[src/sv/bpa_pkg.sv]
// bpa_pkg: shared constants, codes and control/status structs
// for the bitmap page allocator; no dependencies
package bpa_pkg;

	localparam int MAX_PAGES = 512;
	localparam int WORD_BITS = 32;
	localparam int MAP_WORDS = (MAX_PAGES + WORD_BITS - 1) / WORD_BITS;
	localparam int BIT_W     = $clog2(WORD_BITS);
	localparam int WIDX_W    = $clog2(MAP_WORDS);
	localparam int PAGE_W    = 9;
	localparam int CNT_W     = 10;
	localparam int LIM_W     = WIDX_W + 1;

	localparam logic [CNT_W-1:0] MAX_PAGES_C = CNT_W'(MAX_PAGES);

	typedef enum logic [1:0] {
		CMD_INIT  = 2'd0,
		CMD_ALLOC = 2'd1,
		CMD_FREE  = 2'd2,
		CMD_NONE  = 2'd3
	} cmd_t;

	typedef enum logic [1:0] {
		ST_OK    = 2'd0,
		ST_EMPTY = 2'd1,
		ST_BAD   = 2'd2,
		ST_RSVD  = 2'd3
	} status_t;

	typedef enum logic {
		REG_FIRST_FREE = 1'b0,
		REG_PAGE_COUNT = 1'b1
	} reg_idx_t;

	typedef struct packed {
		logic load;
		logic init_wr;
		logic scan_start;
		logic scan_step;
		logic take;
		logic set_empty;
		logic free_do;
		logic out_ld;
	} bpa_cmd_t;

	typedef struct packed {
		logic init_last;
		logic alloc_ok;
		logic word_hit;
		logic scan_last;
		logic out_free;
	} bpa_stat_t;

endpackage

[src/sv/bpa_ctrl.sv]
// bpa_ctrl: request sequencer for the page allocator
// depends on bpa_pkg
module bpa_ctrl import bpa_pkg::*; (
	input  logic      clk,
	input  logic      arst_n,
	input  logic      req_valid,
	input  logic [1:0] req_cmd,
	output logic      req_ready,
	input  bpa_stat_t stat,
	output bpa_cmd_t  ctl
);

	typedef enum logic [5:0] {
		S_IDLE   = 6'b000001,
		S_INIT   = 6'b000010,
		S_ASTART = 6'b000100,
		S_SCAN   = 6'b001000,
		S_FREE   = 6'b010000,
		S_FIN    = 6'b100000
	} state_t;

	state_t state_q, state_d;

	assign req_ready = (state_q == S_IDLE);

	always_comb begin
		state_d = state_q;
		ctl     = '0;
		case (state_q)
			S_IDLE: begin
				if (req_valid) begin
					ctl.load = 1'b1;
					case (cmd_t'(req_cmd))
						CMD_INIT:  state_d = S_INIT;
						CMD_ALLOC: state_d = S_ASTART;
						CMD_FREE:  state_d = S_FREE;
						default:   state_d = S_FIN;
					endcase
				end
			end
			S_INIT: begin
				ctl.init_wr = 1'b1;
				if (stat.init_last)
					state_d = S_FIN;
			end
			S_ASTART: begin
				if (stat.alloc_ok) begin
					ctl.scan_start = 1'b1;
					state_d = S_SCAN;
				end else begin
					ctl.set_empty = 1'b1;
					state_d = S_FIN;
				end
			end
			S_SCAN: begin
				if (stat.word_hit) begin
					ctl.take = 1'b1;
					state_d = S_FIN;
				end else if (stat.scan_last) begin
					ctl.set_empty = 1'b1;
					state_d = S_FIN;
				end else begin
					ctl.scan_step = 1'b1;
				end
			end
			S_FREE: begin
				ctl.free_do = 1'b1;
				state_d = S_FIN;
			end
			S_FIN: begin
				if (stat.out_free) begin
					ctl.out_ld = 1'b1;
					state_d = S_IDLE;
				end
			end
			default: state_d = S_IDLE;
		endcase
	end

	always_ff @(posedge clk or negedge arst_n) begin
		if (!arst_n)
			state_q <= S_IDLE;
		else
			state_q <= state_d;
	end

endmodule

[src/sv/bpa_dp.sv]
// bpa_dp: free map, counters, configuration registers and result register
// depends on bpa_pkg
module bpa_dp import bpa_pkg::*; (
	input  logic              clk,
	input  logic              arst_n,
	input  logic              cfg_we,
	input  logic              cfg_addr,
	input  logic [CNT_W-1:0]  cfg_wdata,
	input  logic [PAGE_W-1:0] req_page,
	input  bpa_cmd_t          ctl,
	output bpa_stat_t         stat,
	output logic              out_valid,
	input  logic              out_ready,
	output logic [1:0]        out_status,
	output logic [PAGE_W-1:0] out_page,
	output logic [CNT_W-1:0]  out_count
);

	logic [CNT_W-1:0]     ffp_q, pc_q;
	logic [WORD_BITS-1:0] map_q [MAP_WORDS];
	logic [WIDX_W-1:0]    scan_word_q, idx_q, w_q, n_q;
	logic [CNT_W-1:0]     free_q;
	logic [PAGE_W-1:0]    page_q;
	status_t              res_status_q;
	logic [PAGE_W-1:0]    res_page_q;
	logic                 out_valid_q;
	status_t              out_status_q;
	logic [PAGE_W-1:0]    out_page_q;
	logic [CNT_W-1:0]     out_count_q;

	logic [CNT_W-1:0]     lo, hi, init_cnt;
	logic [CNT_W:0]       hi_round;
	logic [LIM_W-1:0]     limit;
	logic [WIDX_W-1:0]    start_w;
	logic [WORD_BITS-1:0] init_mask, cur_word, low_one;
	logic [BIT_W-1:0]     low_idx;
	logic [WIDX_W-1:0]    fw;
	logic [BIT_W-1:0]     fb;
	logic                 free_bad;

	assign lo       = (ffp_q > MAX_PAGES_C) ? MAX_PAGES_C : ffp_q;
	assign hi       = (pc_q > MAX_PAGES_C) ? MAX_PAGES_C : pc_q;
	assign init_cnt = (hi > lo) ? (hi - lo) : '0;
	assign hi_round = {1'b0, hi} + (CNT_W+1)'(WORD_BITS - 1);
	assign limit    = LIM_W'(hi_round >> BIT_W);
	assign start_w  = ({1'b0, scan_word_q} < limit) ? scan_word_q : '0;

	// bits of the swept word that fall inside [lo, hi)
	always_comb begin
		for (int b = 0; b < WORD_BITS; b++) begin
			init_mask[b] = ({1'b0, idx_q, BIT_W'(b)} >= lo) &&
			               ({1'b0, idx_q, BIT_W'(b)} < hi);
		end
	end

	// lowest set bit of the scanned word
	assign cur_word = map_q[w_q];
	assign low_one  = cur_word & (~cur_word + WORD_BITS'(1));
	always_comb begin
		low_idx = '0;
		for (int b = 0; b < WORD_BITS; b++) begin
			if (low_one[b])
				low_idx = low_idx | BIT_W'(b);
		end
	end

	assign fw       = page_q[PAGE_W-1:BIT_W];
	assign fb       = page_q[BIT_W-1:0];
	assign free_bad = ({1'b0, page_q} >= hi) || map_q[fw][fb];

	assign stat.init_last = (idx_q == WIDX_W'(MAP_WORDS - 1));
	assign stat.alloc_ok  = (free_q != '0) && (limit != '0);
	assign stat.word_hit  = (cur_word != '0);
	assign stat.scan_last = ({1'b0, n_q} == (limit - LIM_W'(1)));
	assign stat.out_free  = !out_valid_q || out_ready;

	always_ff @(posedge clk or negedge arst_n) begin
		if (!arst_n) begin
			ffp_q <= '0;
			pc_q  <= MAX_PAGES_C;
		end else if (cfg_we) begin
			case (reg_idx_t'(cfg_addr))
				REG_FIRST_FREE: ffp_q <= cfg_wdata;
				REG_PAGE_COUNT: pc_q  <= cfg_wdata;
				default:        ;
			endcase
		end
	end

	always_ff @(posedge clk or negedge arst_n) begin
		if (!arst_n) begin
			for (int i = 0; i < MAP_WORDS; i++)
				map_q[i] <= '0;
			scan_word_q <= '0;
			free_q      <= '0;
			idx_q       <= '0;
			w_q         <= '0;
			n_q         <= '0;
		end else begin
			if (ctl.load)
				idx_q <= '0;
			if (ctl.init_wr) begin
				map_q[idx_q] <= init_mask;
				idx_q        <= idx_q + WIDX_W'(1);
				if (stat.init_last)
					free_q <= init_cnt;
			end
			if (ctl.scan_start) begin
				w_q <= start_w;
				n_q <= '0;
			end
			if (ctl.scan_step) begin
				w_q <= ({1'b0, w_q} == (limit - LIM_W'(1))) ? '0 : w_q + WIDX_W'(1);
				n_q <= n_q + WIDX_W'(1);
			end
			if (ctl.take) begin
				map_q[w_q]  <= cur_word & ~low_one;
				scan_word_q <= w_q;
				free_q      <= free_q - CNT_W'(1);
			end
			if (ctl.free_do && !free_bad) begin
				map_q[fw][fb] <= 1'b1;
				free_q        <= free_q + CNT_W'(1);
			end
		end
	end

	always_ff @(posedge clk) begin
		if (ctl.load) begin
			page_q       <= req_page;
			res_status_q <= ST_OK;
			res_page_q   <= '0;
		end
		if (ctl.set_empty)
			res_status_q <= ST_EMPTY;
		if (ctl.take)
			res_page_q <= {w_q, low_idx};
		if (ctl.free_do && free_bad)
			res_status_q <= ST_BAD;
		if (ctl.out_ld) begin
			out_status_q <= res_status_q;
			out_page_q   <= res_page_q;
			out_count_q  <= free_q;
		end
	end

	always_ff @(posedge clk or negedge arst_n) begin
		if (!arst_n)
			out_valid_q <= 1'b0;
		else if (ctl.out_ld)
			out_valid_q <= 1'b1;
		else if (out_ready)
			out_valid_q <= 1'b0;
	end

	assign out_valid  = out_valid_q;
	assign out_status = out_status_q;
	assign out_page   = out_page_q;
	assign out_count  = out_count_q;

endmodule

[src/sv/bitmap_page_allocator.sv]
// bitmap_page_allocator: top level joining the sequencer and the datapath
// depends on bpa_pkg, bpa_ctrl, bpa_dp
// allocate scans one map word per cycle, init rewrites one map word per cycle
// one request in flight; next input accepted the cycle after the result is registered
// reset: free map cleared, word pointer and free count zero, first_free_page 0, page_count 512
module bitmap_page_allocator import bpa_pkg::*; (
	input  logic        clk,
	input  logic        arst_n,
	input  logic        cfg_we,
	input  logic        cfg_addr,
	input  logic [9:0]  cfg_wdata,
	input  logic        s_axis_tvalid,
	output logic        s_axis_tready,
	input  logic [15:0] s_axis_tdata,  // page_in[8:0], zero fill
	input  logic [1:0]  s_axis_tuser,  // cmd[1:0]
	output logic        m_axis_tvalid,
	input  logic        m_axis_tready,
	output logic [23:0] m_axis_tdata,  // page_out[8:0], free_count[18:9], zero fill
	output logic [1:0]  m_axis_tuser   // status[1:0]
);

	bpa_cmd_t          ctl;
	bpa_stat_t         stat;
	logic [PAGE_W-1:0] page_out;
	logic [CNT_W-1:0]  free_count;

	bpa_ctrl u_ctrl (
		.clk       (clk),
		.arst_n    (arst_n),
		.req_valid (s_axis_tvalid),
		.req_cmd   (s_axis_tuser),
		.req_ready (s_axis_tready),
		.stat      (stat),
		.ctl       (ctl)
	);

	bpa_dp u_dp (
		.clk        (clk),
		.arst_n     (arst_n),
		.cfg_we     (cfg_we),
		.cfg_addr   (cfg_addr),
		.cfg_wdata  (cfg_wdata),
		.req_page   (s_axis_tdata[PAGE_W-1:0]),
		.ctl        (ctl),
		.stat       (stat),
		.out_valid  (m_axis_tvalid),
		.out_ready  (m_axis_tready),
		.out_status (m_axis_tuser),
		.out_page   (page_out),
		.out_count  (free_count)
	);

	assign m_axis_tdata = {5'b0, free_count, page_out};

endmodule

[config.mk]
export PLATFORM = sky130hd
export DESIGN_NAME = bitmap_page_allocator
export DESIGN_NICKNAME = d
export VERILOG_FILES = /design/src/sv/bpa_pkg.sv /design/src/sv/bpa_ctrl.sv /design/src/sv/bpa_dp.sv /design/src/sv/bitmap_page_allocator.sv
export SDC_FILE = /design/constraint.sdc
export NUM_CORES = 2
export LEC_CHECK = 0
export ABC_CLOCK_PERIOD_IN_PS = 11800
export BUFFER_PORTS_ARGS = -buffer_cell sky130_fd_sc_hd__buf_2
export CAP_MARGIN = 25
export CORE_MARGIN = 1
export CORE_UTILIZATION = 40
export DETAILED_ROUTE_END_ITERATION = 12
export MAX_ROUTING_LAYER = met4
export PLACE_DENSITY_LB_ADDON = 0.2
export SYNTH_ARGS = -nofsm -noshare
export SYNTH_HDL_FRONTEND = slang
export SYNTH_SLANG_ARGS = --single-unit
[constraint.sdc]
create_clock -name clk -period 11.8 [get_ports clk]
set_clock_uncertainty 0.15 [all_clocks]
set_input_delay 0.59 -clock clk [delete_from_list [all_inputs] [get_ports clk]]
set_output_delay 0.59 -clock clk [all_outputs]
set_load 0.02 [all_outputs]
---- After elaboration in Yosys (flattened, before gate mapping) ----
Index checks and enable logic that the tools add are counted.
cells by class
  add/subtract/negate cells ............... 9
  multipliers ............................. 0
  div/mod/pow operators ................... 0
  magnitude comparators ................... 77
  equality and inequality tests ........... 17
  shift-type cells ........................ 0
  mux-type cells .......................... 123
  bitwise gates (word level) .............. 8
  reductions and logical operators ........ 58
operators with widths
  operator                                             count
  two-way mux 512 bit                                  3
  bitwise mux 512 bit                                  2
  OR 512 bit                                           1
  demux 32 bit (select 4 bit)                          3
  >= comparator 9 x 10 -> 1 bit                        33
  < comparator 9 x 10 -> 1 bit                         32
  binary-select mux 32 bit (select 4 bit)              2
  two-way mux 32 bit                                   7
  two-way mux 10 bit                                   12
  two-way mux 6 bit                                    15
  two-way mux 5 bit                                    16
  AND 32 bit                                           2
  two-way mux 4 bit                                    16
  NOT 32 bit                                           2
  logical AND 1 bit                                    39
  case mux 6 bit (6 select lines)                      1
  adder 32 x 1 -> 32 bit (second input constant)       1
  nonzero test 32 bit                                  1
  two-way mux 1 bit                                    31
  > comparator 10 bit (second input constant)          2
  two-way mux 9 bit                                    2
  case mux 6 bit (3 select lines)                      1
  >= comparator 5 bit (second input constant)          3
  < comparator 5 x 1 -> 1 bit (second input constant)  3
  38 further kinds                                     62
word-level totals
  register bits after elaboration ......... 606
  bits in latches ......................... 0
  memory bits (writable) .................. 0
  memory bits (read-only) ................. 0
  input port bits ......................... 34
  output and inout bits ................... 28
  memories kept ........................... 0

---- Longest topological paths before layout ----
  depth in word-level cells ............... 39
  mapped depth ............................ 17

---- Cells and area by module ----
From an unflattened synthesis, not the netlist that was laid out.
second synthesis, totals
  cells, all modules ...................... 4487
  area total of the unflattened synthesis .. 41523.6 sq um
modules (own cells, without submodules)
  module                 instances  cells each  area an instance (sq um)  sequential area each (sq um)
  bpa_dp                 1          4438        41054.4                   15200.8
  bpa_ctrl               1          43          427.9                     151.4
  bitmap_page_allocator  1          6           41.3                      0.0

---- Worst setup path after synthesis ----
OpenSTA, ideal clock, no wires.
  path kind ............................... reg-to-reg
  start ................................... reg u_dp.pc_q[0]
  end ..................................... reg u_dp.free_q[5]
  arrival ................................. 3795 ps
  data required time ...................... 11521 ps
  path slack .............................. 7726 ps
  cell stages (with the launch flop) ...... 16
  buffers on the path ..................... 1
  clock period less this slack ............ 4074 ps
  cells stage by stage .................... dfrtp_1 > or3_1 > clkbuf_1 > or4_1 > a21bo_2 > inv_2 > ha_1 > a21o_1 > a21oi_1 > o21ai_0 > a21oi_1 > o21bai_1 > a21oi_1 > nor3_1 > a22o_1 > a2111o_1
on the way
  cells in the longest elaborated chain, start to end .. 9
  elaborated cells on any way between the ends .. 17
  classes of those cells .................. 1 x add/sub; 3 x order compare; 7 x mux; 6 x reduce/logical
RTL lines
  what                                                             RTL line       text
  start: declaration                                               bpa_dp.sv:19   logic [CNT_W-1:0] ffp_q, pc_q;
  start signal: assignment                                         bpa_dp.sv:84   REG_PAGE_COUNT: pc_q <= cfg_wdata;
  > comparator 10 bit                                              bpa_dp.sv:42   assign hi = (pc_q > MAX_PAGES_C) ? MAX_PAGES_C : pc_q;
  two-way mux 10 bit *                                             bpa_dp.sv:42
  subtractor 10 bit / > comparator 10 bit (equally long branches)  bpa_dp.sv:43   assign init_cnt = (hi > lo) ? (hi - lo) : '0;
  two-way mux 10 bit                                               bpa_dp.sv:43
  two-way mux 10 bit                                               bpa_dp.sv:105  if (stat.init_last)
  two-way mux 10 bit (2 in series)                                 bpa_dp.sv:102  if (ctl.init_wr) begin
  two-way mux 10 bit                                               bpa_dp.sv:116  if (ctl.take) begin
  two-way mux 10 bit                                               bpa_dp.sv:121  if (ctl.free_do && !free_bad) begin
  end signal: assignment                                           bpa_dp.sv:106  free_q <= init_cnt;
  end signal: assignment                                           bpa_dp.sv:119  free_q <= free_q - CNT_W'(1);
  end signal: assignment                                           bpa_dp.sv:123  free_q <= free_q + CNT_W'(1);
  end: declaration                                                 bpa_dp.sv:22   logic [CNT_W-1:0] free_q;
Every way passes the cells marked *; elsewhere a longest branch is shown, timed or not. The select of a mux whose other input is x is not followed.
A chain may end at the register's enable or synchronous reset.

---- Worst setup path after layout ----
  start ................................... reg u_dp.page_q[8]
  end ..................................... reg u_dp.map_q[486] in the netlist's numbering
on the way
  cells in the longest elaborated chain, start to end .. 10
  elaborated cells on any way between the ends .. 17
  classes of those cells .................. 3 x order compare; 8 x mux; 2 x bitwise; 4 x reduce/logical
RTL lines
  what                                                    RTL line                     text
  start: declaration                                      bpa_dp.sv:23                 logic [PAGE_W-1:0] page_q;
  start signal: assignment                                bpa_dp.sv:130                page_q <= req_page;
  NOT 4 -> 5 bit (not written as such)                    bpa_dp.sv:69, bpa_dp.sv:122
  binary-select mux 32 bit (select 4 bit)                 bpa_dp.sv:69                 assign free_bad = ({1'b0, page_q} >= hi) || map_q[fw][fb];
  two-way mux 32 bit (not written as such) (2 in series)  bpa_dp.sv:69
  binary-select mux 1 bit (select 5 bit)                  bpa_dp.sv:69
  two-way mux 1 bit (not written as such)                 bpa_dp.sv:69
  logical OR 1 bit                                        bpa_dp.sv:69
  logical NOT 1 bit                                       bpa_dp.sv:121
  logical AND 1 bit                                       bpa_dp.sv:121
  two-way mux 512 bit *                                   bpa_dp.sv:121
  end signal: indexed assignment                          bpa_dp.sv:103                map_q[idx_q] <= init_mask;
  end signal: indexed assignment                          bpa_dp.sv:117                map_q[w_q] <= cur_word & ~low_one;
  end: declaration                                        bpa_dp.sv:20                 logic [WORD_BITS-1:0] map_q [MAP_WORDS];
Marks and branches as above.

==> results.ini <==
[run_status]
run_status = finished clean

[pwr]
p_comb_share_pct = 38.1
p_sw_share_pct = 42.0
p_leak_uw = 0.0173
power_frac_clock_pct = 31.4
power.density_nw_per_um2 = 177
total_switching_power_uw = 3350
power.total_uw = 7980
vdd_drop_max_uv = 224
cellInternalPower_uw = 4630
power.sequential.fraction_pct = 30.5

[finish]
num-fill-cells = 9847
most-common-layout-cells = sky130_fd_sc_hd__nand2_1, sky130_fd_sc_hd__dfrtp_1, sky130_fd_sc_hd__o21ai_0
drive_above_1_share_pct = 14.2
post_layout_nonfiller_instances = 5797
finalNetCount = 4446
areaGrowthSynthToFinish_pct = 9.52
layout_commonest_cell = sky130_fd_sc_hd__nand2_1
finalInstanceArea_um2 = 45200

[place]
dpl_cell_area_um2 = 42300
dpl.hpwl_um = 101000
number_of_cells_in_the_design_after_placement = 5638
placement.io_buffers = 49
gpl.final_weighted_congestion = 0.986

[global_routing]
gr-total-overflow = 0
grt_util_met3_pct = 9.37
initial_antenna_violation_count = 6
grt.met1_usage_pct = 46.0
number_of_global_route_vias_before_repair = 37916
grt.met2_usage_pct = 52.2
global_route.peak_usage_layer = met2
grt_pass1_wl_um = 266000
grt_usage_pct = 36.1
grt_max_degree = 143

[worst_hold_path]
hold_path_depth = 3
worst_min_path_class = primary input to flop

[clocking]
post_cts_setup_buffer_count = 0
tritoncts_num_sinks = 606
max-clock-path-buffers = 3
clock_tree.root_cell = sky130_fd_sc_hd__clkbuf_16
clock_tree_from_tritoncts = built
clock_latency_ns = 0.66
cts_htree_levels = 3
clock_pin_slew_of_the_registers_on_the_worst_case_setup_and_hold_paths_ns = 0.06
cts_inserted_buffers = 76

[setup_path]
cp-end-kind = flop
critPathCapture = u_dp.map_q[486]$_DFF_PN0_
setup.worst_path.start_class = flop
crit_required_ns = 12.19
path_class = flop to flop
r2r_cells = 14
crit_path_max_fanout = 52
critical_path_launch_point = u_dp.page_q[8]$_DFFE_PP_
r2r_slack_ns = 5.06
worstReg2RegEnd = u_dp.map_q[486]$_DFF_PN0_
critical_path.reg2reg.startpoint = u_dp.page_q[8]$_DFFE_PP_
worst_ep_arrival_ns = 7.13

[synthesis]
yosysWarningCount = 0
post_synth.cell_area_avg_um2 = 9.00
synth_top_cell_area_share_pct = 34.2
synth-seq-area-share_pct = 37.2
synth_flop_cell = sky130_fd_sc_hd__dfrtp_1
yosysUniqueCellTypes = 92
syn-instance-count = 4582
synth_top_family_by_area = compound AO/OA/AOI/OAI gates
synth-compound-area-share_pct = 23.0
synth_area_leaders = sky130_fd_sc_hd__dfrtp_1, sky130_fd_sc_hd__mux4_2, sky130_fd_sc_hd__nand2_1
synthSimpleGateAreaFrac_pct = 17.2
ys_seq_elements = 606
synth_largest_area_cell = sky130_fd_sc_hd__dfrtp_1
synth-async-reset-ratio_pct = 93.2
synth_edf_count = 39
post_synth_xor_area_fraction_pct = 0.628
synth.mux.area_fraction_pct = 15.0
syn_area_um2 = 41200
yosys.area_share.adder_pct = 1.41

[route]
route.detailed.vias_per_inst = 6.92
drt-initial-drc-count = 5999
detail_route.wl_per_cell_um = 31.7
postRouteAntennaNets = 0
drt_drc_violations_left = 0
drt_pass1_iterations = 9
wirelength_um = 184000
num_vias = 40098

[sta]
totalNegativeSetupSlack_ns = 0
period_minus_slack_ns = 6.74
achievable-frequency_ghz = 0.148
grt_setup_unrepaired = false
slew_headroom_pct = 20.6
fin_crit_sh_pct = 57.1
timing_worst_slew_pin_value_ns = 1.19
worst_hold_slack_ns = 0.0314
setup_viol_count_final = 0
maxSlewViolCount = 0
hold_viol = 0

[floorplan]
die_height_um = 323
floorplan.core_area_um2 = 102000
rows = 117
die-width_um = 323
initial_core_util_pct = 40.4
die-area_um2 = 104000
io-pin-count = 62

[job]
drv.max_cap_violation_count = 0

-- routing by layer --
layer / up-vias / share of wire, %
li1: 16791 / -
met1: 19687 / 38
met2: 2936 / 43
met3: 684 / 12
met4: 0 / 5.8
met5: - / 0
-- how the worst min path moves through the flow --
stage / startpoint / end / slack [ns]
after floorplan: arst_n / u_ctrl.state_q[1]$_DFFE_PN0P_ / 0.14
after global placement: u_dp.res_page_q[2]$_SDFFCE_PN0P_ / u_dp.out_page[2]$_DFFE_PP_ / 0.25
after detailed placement: u_dp.res_page_q[6]$_SDFFCE_PN0P_ / u_dp.out_page[6]$_DFFE_PP_ / 0.26
after CTS: cfg_wdata[9] / u_dp.ffp_q[9]$_DFFE_PN0P_ / 0.004
after global routing: cfg_wdata[5] / u_dp.ffp_q[5]$_DFFE_PN0P_ / 0.03
final: cfg_wdata[9] / u_dp.ffp_q[9]$_DFFE_PN0P_ / 0.03
-- critical path: stages, from the launching register on --
cell,delay [ns]
sky130_fd_sc_hd__edfxtp_1,0.32
sky130_fd_sc_hd__buf_4,0.51
sky130_fd_sc_hd__buf_4,0.71
sky130_fd_sc_hd__and2_1,0.22
sky130_fd_sc_hd__buf_4,0.48
sky130_fd_sc_hd__nand2_1,0.08
sky130_fd_sc_hd__and3_1,0.18
sky130_fd_sc_hd__o41ai_1,0.96
sky130_fd_sc_hd__nand4_1,0.50
sky130_fd_sc_hd__and4b_1,0.40
sky130_fd_sc_hd__and4_1,0.17
sky130_fd_sc_hd__buf_4,0.30
sky130_fd_sc_hd__or3b_4,0.74
sky130_fd_sc_hd__buf_4,0.53
sky130_fd_sc_hd__o221ai_1,0.29
-- power by group through the flow --
| stage | clock, µW | sequential [µW] | combinational, µW |
|---|---|---|---|
| 4_1_cts | 2520 | 2430 | 2930 |
| 2_1_floorplan | 0 | 2370 | 1910 |
| 3_3_place_gp | 0 | 2460 | 2910 |
| 5_1_grt | 2600 | 2450 | 3160 |
| 6_report | 2510 | 2430 | 3050 |
| 3_5_place_dp | 0 | 2460 | 2920 |
-- metrics by stage --
stage	setup slack, ns	util (%)
3_3_place_gp	5.22	41.4
3_5_place_dp	5.20	41.4
5_1_grt	5.12	44.3
2_1_floorplan	7.73	-
6_report	5.06	44.3
4_1_cts	5.17	44.1
-- kinds of logic after synthesis --
logic type / after synthesis
other: 1
and+or+nand+nor: 1683
xor gates and xnor gates: 28
adders and majority gates: 46
AOI/OAI and AO/OA: 1373
DFF: 606
muxes: 331
buffers and inverters: 514
-- registers in the layout, indices dropped and copies added, names as in the netlist, 2 cells and up --
name / flops
u_dp.map_q: 512
u_dp.w_q: 4
u_dp.pc_q: 10
u_dp.res_page_q: 9
u_dp.res_status_q: 2
u_dp.page_q: 9
u_dp.out_page: 9
u_dp.free_q: 10
u_dp.out_status: 2
u_dp.idx_q: 4
u_dp.scan_word_q: 4
u_dp.out_count: 10
u_dp.ffp_q: 10
u_dp.n_q: 4
u_ctrl.state_q: 6
-- what timing repair did --
item                                   in CTS  in global routing
hold buffers                               12                  0
gates resized for setup                     0                  0
endpoints found under the hold margin      95                  0
-- Yosys cell counts, types with 20 or more instances --
master,count
sky130_fd_sc_hd__a21oi_1,63
sky130_fd_sc_hd__a22oi_1,74
sky130_fd_sc_hd__buf_2,143
sky130_fd_sc_hd__clkbuf_1,288
sky130_fd_sc_hd__dfrtp_1,563
sky130_fd_sc_hd__edfxtp_1,39
sky130_fd_sc_hd__ha_1,45
sky130_fd_sc_hd__inv_1,37
sky130_fd_sc_hd__mux2_2,32
sky130_fd_sc_hd__mux2i_1,72
sky130_fd_sc_hd__mux4_2,227
sky130_fd_sc_hd__nand2_1,1315
sky130_fd_sc_hd__nand3_1,40
sky130_fd_sc_hd__nand4_1,20
sky130_fd_sc_hd__nor2_1,97
sky130_fd_sc_hd__nor2b_1,24
sky130_fd_sc_hd__nor3_1,35
sky130_fd_sc_hd__o21ai_0,549
sky130_fd_sc_hd__o221ai_1,504
sky130_fd_sc_hd__o31ai_1,23
-- cell type report --
class	instances	area, µm²	share of cell area (%)
antenna	6	15.0	0.0333
clock buffer	107	2210	4.90
clock inverter	28	369	0.817
inverter	42	158	0.349
multi-input combinational	3466	23900	53.0
sequential	606	15400	34.0
tap	1368	1710	3.79
timing repair buffer	174	1420	3.14
Note: power is estimated with default switching activity, not from simulation.
